**src/rtl/sqht_pkg.sv**
```systemverilog
// Shared types, codes and threshold function for the squelch hang timer.
package sqht_pkg;

  localparam int unsigned StrengthW = 16;
  localparam int unsigned LevelW    = 4;
  localparam int unsigned TimeoutW  = 16;
  localparam int unsigned CfgIdxW   = 2;
  localparam int unsigned CfgDataW  = 16;
  localparam int unsigned OutDataW  = 8;

  localparam logic [LevelW-1:0] LevelS9    = 4'd9;
  localparam logic [LevelW-1:0] LevelPlus10 = 4'd10;
  localparam logic [LevelW-1:0] LevelPlus20 = 4'd11;

  typedef enum logic [CfgIdxW-1:0] {
    REG_S9      = 2'd0,
    REG_LEVEL   = 2'd1,
    REG_TIMEOUT = 2'd2,
    REG_ON      = 2'd3
  } sqht_reg_t;

  typedef enum logic [2:0] {
    ST_DISABLED = 3'd0,
    ST_ENABLED  = 3'd1,
    ST_RISE     = 3'd2,
    ST_HIGH     = 3'd3,
    ST_FALL     = 3'd4,
    ST_LOW      = 3'd5,
    ST_TIMEOUT  = 3'd6
  } sqht_state_t;

  typedef struct packed {
    logic load;
    logic on;
  } sqht_cmd_t;

  function automatic logic [StrengthW-1:0] sqht_threshold(
    input logic [StrengthW-1:0] s9,
    input logic [LevelW-1:0]    lvl
  );
    logic [LevelW-1:0] sh;
    logic [StrengthW-1:0] r;
    sh = LevelS9 - lvl;
    if (lvl <= LevelS9) begin
      r = StrengthW'($signed(s9) >>> sh);
    end else if (lvl == LevelPlus10) begin
      r = (s9 << 1) + s9;
    end else if (lvl == LevelPlus20) begin
      r = (s9 << 3) + (s9 << 1);
    end else begin
      r = (s9 << 5) - s9;
    end
    return r;
  endfunction

endpackage

```
**src/rtl/sqht_fsm.sv**
```systemverilog
// Squelch state machine with hang counter and threshold compare.
module sqht_fsm
  import sqht_pkg::*;
(
  input  logic                 clk,
  input  logic                 rst_n,
  input  logic                 step,
  input  logic [StrengthW-1:0] sample,
  input  logic [StrengthW-1:0] thr,
  input  logic [TimeoutW-1:0]  timeout,
  input  sqht_cmd_t            cmd,
  output sqht_state_t          state_nxt,
  output logic                 hi
);

  sqht_state_t         state_r;
  logic [TimeoutW-1:0] hang_r;
  logic [TimeoutW-1:0] hang_nxt;
  logic [TimeoutW-1:0] hang_dec;

  assign hi       = $signed(sample) > $signed(thr);
  assign hang_dec = hang_r - TimeoutW'(1);

  always_ff @(posedge clk) begin
    if (!rst_n) begin
      state_r <= ST_DISABLED;
      hang_r  <= '0;
    end else begin
      if (cmd.load) begin
        state_r <= cmd.on ? ST_ENABLED : ST_DISABLED;
      end else if (step) begin
        state_r <= state_nxt;
        hang_r  <= hang_nxt;
      end
    end
  end

  always_comb begin
    state_nxt = state_r;
    hang_nxt  = hang_r;
    unique case (state_r)
      ST_ENABLED: begin
        state_nxt = hi ? ST_RISE : ST_ENABLED;
      end
      ST_RISE, ST_HIGH: begin
        state_nxt = hi ? ST_HIGH : ST_FALL;
      end
      ST_FALL: begin
        state_nxt = hi ? ST_HIGH : ST_LOW;
        hang_nxt  = timeout;
      end
      ST_LOW: begin
        hang_nxt = hang_dec;
        if (hang_dec == '0) begin
          state_nxt = ST_TIMEOUT;
        end else if (hi) begin
          state_nxt = ST_HIGH;
        end
      end
      ST_TIMEOUT: begin
        state_nxt = ST_ENABLED;
      end
      default: begin
        state_nxt = state_r;
      end
    endcase
  end

`ifndef SYNTHESIS
  a_timeout_rearm: assert property (@(posedge clk) disable iff (!rst_n)
    (step && !cmd.load && state_r == ST_TIMEOUT) |=> state_r == ST_ENABLED)
    else $error("timeout did not re-arm");

  a_fall_load: assert property (@(posedge clk) disable iff (!rst_n)
    (step && !cmd.load && state_r == ST_FALL) |=> hang_r == $past(timeout))
    else $error("hang counter not loaded on fall");

  a_low_expire: assert property (@(posedge clk) disable iff (!rst_n)
    (step && !cmd.load && state_r == ST_LOW && hang_r == TimeoutW'(1))
      |=> state_r == ST_TIMEOUT)
    else $error("hang expiry missed");

  a_cfg_off: assert property (@(posedge clk) disable iff (!rst_n)
    (cmd.load && !cmd.on) |=> state_r == ST_DISABLED)
    else $error("disable write ignored");
`endif

endmodule

```
**src/rtl/squelch_hang_timer_fsm_core.sv**
```systemverilog
// Squelch with hang timer: top level with stream channels and register port.
//
// Input channel in_*: one signed 16-bit strength sample per transfer.
// Result channel out_*: one transfer per sample, carrying the squelch state
// after that sample and whether the sample exceeded the latched threshold.
// Register port cfg_*: always ready; write while the block is idle.
//   0 S9 calibration, 1 S-level, 2 hang timeout, 3 squelch on/off.
//   Writing 1 to register 3 latches the threshold and restarts at enabled.
// Path: a sample is held in the input register, compared and stepped through the
// state machine, and its result is written to the output register once it can advance.
// Throughput: one sample per cycle while out_tready stays high, set by the
// combinational compare and state update between the input and result registers.
// Reset: state disabled, hang counter and threshold zero, timeout one,
// both pipeline registers empty.
// Stall: with out_tready low the result holds; the input register still
// takes one more sample, then in_tready drops until the result moves.
module squelch_hang_timer_fsm_core
  import sqht_pkg::*;
(
  input  logic                 clk,
  input  logic                 rst_n,
  input  logic                 in_tvalid,
  output logic                 in_tready,
  input  logic [StrengthW-1:0] in_tdata,   // [15:0] strength
  output logic                 out_tvalid,
  input  logic                 out_tready,
  output logic [OutDataW-1:0]  out_tdata,  // [2:0] squelch_state, [3] above_threshold
  input  logic                 cfg_valid,
  output logic                 cfg_ready,
  input  logic [CfgIdxW-1:0]   cfg_index,
  input  logic [CfgDataW-1:0]  cfg_data
);

  logic [StrengthW-1:0] s9_r;
  logic [LevelW-1:0]    level_r;
  logic [TimeoutW-1:0]  timeout_r;
  logic [StrengthW-1:0] thr_r;

  logic                 in_valid_r;
  logic [StrengthW-1:0] in_data_r;
  logic                 out_valid_r;
  logic [OutDataW-1:0]  out_data_r;

  logic        advance;
  logic        step;
  logic        cfg_fire;
  sqht_cmd_t   cmd;
  sqht_state_t state_nxt;
  logic        hi;

  assign cfg_ready = 1'b1;
  assign cfg_fire  = cfg_valid && cfg_ready;
  assign cmd.load  = cfg_fire && (cfg_index == REG_ON);
  assign cmd.on    = cfg_data[0];

  assign advance    = !out_valid_r || out_tready;
  assign step       = in_valid_r && advance;
  assign in_tready  = !in_valid_r || advance;
  assign out_tvalid = out_valid_r;
  assign out_tdata  = out_data_r;

  always_ff @(posedge clk) begin
    if (!rst_n) begin
      s9_r      <= '0;
      level_r   <= '0;
      timeout_r <= TimeoutW'(1);
      thr_r     <= '0;
    end else if (cfg_fire) begin
      case (cfg_index)
        REG_S9:      s9_r      <= cfg_data[StrengthW-1:0];
        REG_LEVEL:   level_r   <= cfg_data[LevelW-1:0];
        REG_TIMEOUT: timeout_r <= cfg_data[TimeoutW-1:0];
        REG_ON: begin
          if (cfg_data[0]) begin
            thr_r <= sqht_threshold(s9_r, level_r);
          end
        end
        default: begin
        end
      endcase
    end
  end

  always_ff @(posedge clk) begin
    if (!rst_n) begin
      in_valid_r  <= 1'b0;
      out_valid_r <= 1'b0;
    end else begin
      if (in_tready) begin
        in_valid_r <= in_tvalid;
      end
      if (advance) begin
        out_valid_r <= step;
      end
    end
  end

  always_ff @(posedge clk) begin
    if (in_tvalid && in_tready) begin
      in_data_r <= in_tdata;
    end
    if (step) begin
      out_data_r <= {4'b0000, hi, state_nxt};
    end
  end

  sqht_fsm u_fsm (
    .clk       (clk),
    .rst_n     (rst_n),
    .step      (step),
    .sample    (in_data_r),
    .thr       (thr_r),
    .timeout   (timeout_r),
    .cmd       (cmd),
    .state_nxt (state_nxt),
    .hi        (hi)
  );

`ifndef SYNTHESIS
  a_hold_input: assert property (@(posedge clk) disable iff (!rst_n)
    (in_valid_r && !advance) |=> in_valid_r && $stable(in_data_r))
    else $error("input register lost a sample under stall");

  a_step_result: assert property (@(posedge clk) disable iff (!rst_n)
    step |=> out_valid_r)
    else $error("processed sample produced no result");

  a_no_spurious: assert property (@(posedge clk) disable iff (!rst_n)
    (!in_valid_r && advance) |=> !out_valid_r)
    else $error("result without a sample");
`endif

endmodule
```
**config.mk**
```make
export PLATFORM = sky130hd
export DESIGN_NAME = squelch_hang_timer_fsm_core
export DESIGN_NICKNAME = d
export VERILOG_FILES = /design/src/rtl/sqht_pkg.sv /design/src/rtl/sqht_fsm.sv /design/src/rtl/squelch_hang_timer_fsm_core.sv
export SDC_FILE = /design/constraint.sdc
export NUM_CORES = 1
export LEC_CHECK = 0
export ABC_AREA = 0
export BUFFER_PORTS_ARGS = -buffer_cell sky130_fd_sc_hd__clkbuf_2
export CAP_MARGIN = 5
export CORE_MARGIN = 3
export CORE_UTILIZATION = 44
export CTS_BUF_LIST = sky130_fd_sc_hd__clkbuf_8
export DETAILED_ROUTE_END_ITERATION = 12
export GPL_ROUTABILITY_DRIVEN = 0
export GPL_TIMING_DRIVEN = 0
export PLACE_DENSITY_LB_ADDON = 0.05
export SETUP_SLACK_MARGIN = 0.4
export SLEW_MARGIN = 15
export SYNTH_ARGS = -nofsm -noshare
export SYNTH_HDL_FRONTEND = slang
export SYNTH_SLANG_ARGS = --single-unit
```
**constraint.sdc**
```tcl
create_clock -name clk -period 6.8 [get_ports clk]
set_input_delay 0.34 -clock clk [delete_from_list [all_inputs] [get_ports clk]]
set_output_delay 0.34 -clock clk [all_outputs]
set_load 0.05 [all_outputs]
```
==> results.txt <==
- Multiplexer fraction of the synthesized cell area: 5.09%
- For the pin with the worst max-slew slack, the measured transition is 0.798 ns.
- The top cell type by area accounts for 19.9% of the synthesized area.
- Initial antenna violation count: 0
* Number of enable flip-flop cells after synthesis: 20
* Simple-gate portion of the synthesized area: 19.8%
- Clock-pin slew was measured on the worst setup and hold paths at 0.09 ns.
- Core area: 16,100 um2
- After synthesis, the cell types taking the most area are dfxtp_1 20%, ha_1 10%, edfxtp_1 8.2%.
* Clk sinks: 93
- Global-route wire length before repair: 34,600 um
- Summed over all instances, the cell type with the most area after synthesis is dfxtp_1.
- Global routing finished with a remaining overflow of 0.
* Via count of the first global-routing pass: 6,378
- Number of routed nets with antenna violations: 0
- Setup Skew: 0.0164 ns
- Area enclosed by the die boundary: 18,200 um2
- Overall power consumption after layout is estimated at 1280 uW.
- Data required time at the worst endpoint: 7.12 ns
- After the last flow step, the layout net total stands at 1,067.
- Synth top cells by count: 127 x nand2_1, 73 x dfxtp_1, 67 x a21oi_1
* H-tree lvl count: 3
- Detailed placement ended at an HPWL of 16,500 um.
* Proportion of synthesized chip area in sequential cells: 28.1%
- Summing the areas of all xor and xnor instances in the mapped netlist gives 4.06% of the synthesized area.
- Dominant combinational cell family by area after synthesis: compound AO/OA/AOI/OAI gates
* Delay contributed by the slowest stage of the critical path: 0.53 ns
- After synthesis the netlist holds a flip-flop and latch count of 93.
* Tightest slew margin relative to the limit: 46.6%
- The Yosys step of the flow raised 0 warnings.
* Main synth FF type: dfxtp_1
- Pwr dens: 159 nW/um2
- Number of violations of the max-capacitance limit: 0
- Die height: 135 um
- Area Overhead vs Synth: 9.95%
- The min-delay analysis places its worst path in the category input pin to flop.
* Area used by sequential logic in the layout: 2060 um2
- Across all hold checks on the routed design, the worst slack comes to 0.133 ns.
* Buffers inserted during post-CTS setup optimization: 0
- Minimum period implied by the final worst setup slack: 3.36 ns
- The worst setup path is of the flop to flop kind.
- Fraction of layout instances using a drive strength above 1: 10.2%
* Cell row count: 46
- The number of buffers and inverters on the critical path is 5.
* Antenna cells: 0
- Share of synthesized registers carrying an async set or reset: 0%
- After clock tree synthesis, the repair step resized 0 gates.
* Clock Tree Root: clkbuf_8
- Via count: 6,786
* CP cell instances: clkbuf_1, clkbuf_1, inv_1, ha_1, a21oi_1, clkbuf_1, buf_1, o211ai_1, o211ai_1, o211a_1
* Synthesized area divided by synthesized cell count: 8.04 um2
- Summing the areas of all fa, ha and maj instances in the mapped netlist gives 10.6% of the synthesized area.
- CP most frequent cell: clkbuf_1
- For the worst setup path, the data arrival time is 3.68 ns.
* FILL cells: 1,667
- The run finished with clean final reports.
- Of all nets on the critical path, the largest fanout is 10.
* TritonCTS clock tree: done
- The pre-antenna-repair detailed-routing pass consisted of 6 iterations.
* Die Width: 135 um
- Yosys mapped the design onto 79 distinct sky130hd cell types.
- The number of clock buffers added by TritonCTS is 9.
* Kind of start point of the critical path: flop
- After detailed routing, the average wire length per cell comes to 18.2 um.
- Count of pins over their slew limit: 0
* Post-synthesis compound-gate area fraction: 26.3%
* Final-layout setup total negative slack: 0 ns
- Counting cells, the worst reg-to-reg path comes to 10.
* Static Leak: 0.00315 uW
- Number of cells on the worst hold path: 1
* Pin count of the biggest net entering global routing: 18
* Initial core utilization: 45.5%
* Post-route DRC: 0
- In this run the number of cells on the critical path is 10.
- After synthesis the cells add up to 7330 um2.
- Top Family by Delay on Critical Path: buffers and inverters
- The final critical path takes up 49.4% of the cycle.
* Final setup vio count: 0
* Buffers added on ports: 42
- Synthesis handed over a netlist of 911 instances.
* Longest Clk Path Bufs: 2
- Total routing resource utilization after global routing: 24.2%
- Clock latency on the worst-skew pair, taken at its later pin, is 0.38 ns.
- VDD sags by at most 92.3 uV.
- Boundary pin count: 50
* Cell with the biggest individual delay on the critical path: buf_1
- Final core occ: 50.0%
- Count of endpoints failing hold in the final timing report: 0
* Vias/cell: 5.71
- Timing would allow up to 298 MHz.
- Post-CTS Hold Fix Bufs: 0
- Cell with the most instances after synthesis: nand2_1
- Wire length reported by the detailed router: 21,600 um
- Starting DRT DRC Count: 551
- Unrepaired setup endpoints after global routing: no
- Multi-input combinational cell area: 4850 um2
* Sort of element at the end of the critical path: flop
==> layout make-up <==
class | count | area share (%)
flip-flops and latches | 93 | 25.6
clock inverters | 6 | 1.24
inverters | 53 | 2.47
repair buffers | 42 | 2.61
well taps | 216 | 3.35
clock buffers | 10 | 1.71
multi-input cells | 718 | 60.1
plain buffers | 50 | 2.89
==> per-layer routing <==
| metal | vias to the layer above | share of wire [%] | track usage (%) |
|---|---|---|---|
| met3 | 28 | 5.3 | 4.66 |
| met5 | - | 0 | 0 |
| li1 | 3403 | - | - |
| met2 | 183 | 47 | 39.7 |
| met4 | 0 | 2.5 | 7.61 |
| met1 | 3172 | 45 | 32.2 |
==> stage by stage <==
stage / std cells / cell area, um2 / worst slack [ns]
after floorplan: 914 / 7340 / 4.18
after global placement: 1172 / 7820 / 3.54
after detailed placement: 1172 / 7820 / 3.51
after CTS: 1188 / 8060 / 3.45
after global routing: 1188 / 8060 / 3.19
final: 1188 / 8060 / 3.44
==> cells in the final DEF, fill, tap and decap left out, drive strengths merged, types with 5 or more instances in the layout <==
cell type and count:
ha 59, and3 6, clkbuf 90, nor3 11
o211ai 14, o21ai 57, a21boi 43, dfxtp 73
nor4 11, a21oi 68, a31oi 12, nor2b 17
o211a 5, nand4 5, nand2b 12, or2 5
buf 12, edfxtp 20, nand2 127, nor2 58
a21o 10, mux2i 26, a211o 7, o221ai 7
o21a 6, xnor2 17, a211oi 17, conb 5
nand3 14, xor2 17, o31ai 7, inv 56
nor3b 6
==> cell families after synthesis <==
group,count (synthesis)
adder cells (fa/ha/maj),61
flip-flops,93
XOR/XNOR,34
other,2
AO/OA/AOI/OAI,287
multiplexers,33
AND/OR/NAND/NOR,298
buffers and inverters,103
==> worst reg2reg max path: stages (launching register included) <==
cell and delay, ns:
dfxtp_1 0.32, clkbuf_1 0.28, clkbuf_1 0.48, inv_1 0.14, ha_1 0.29, a21oi_1 0.20
clkbuf_1 0.43, buf_1 0.54, o211ai_1 0.26, o211ai_1 0.19, o211a_1 0.18
==> flip-flops by register name (all words and copies together) (netlist names), 3 cells and up <==
name	cells
thr_r	16
u_fsm.state_r	3
u_fsm.hang_r	16
timeout_r	16
out_tdata	4
in_data_r	16
level_r	4
s9_r	16
==> path summary, 6_finish.rpt <==
path	from	endpoint	slack (ns)
max	level_r[1]	thr_r[2]	3.44
min reg2reg	timeout_r[15]	timeout_r[15]	0.47
max reg2reg	level_r[1]	thr_r[2]	3.44
min	in_tdata[13]	in_data_r[13]	0.13
==> power by group <==
group	leakage (uW)	switching [uW]	internal [uW]	total, uW
registers	0.000786	18.6	581	600
logic	0.00225	142	96.5	238
clock network	0.000121	214	225	439
(Power assumes the default switching activity.)
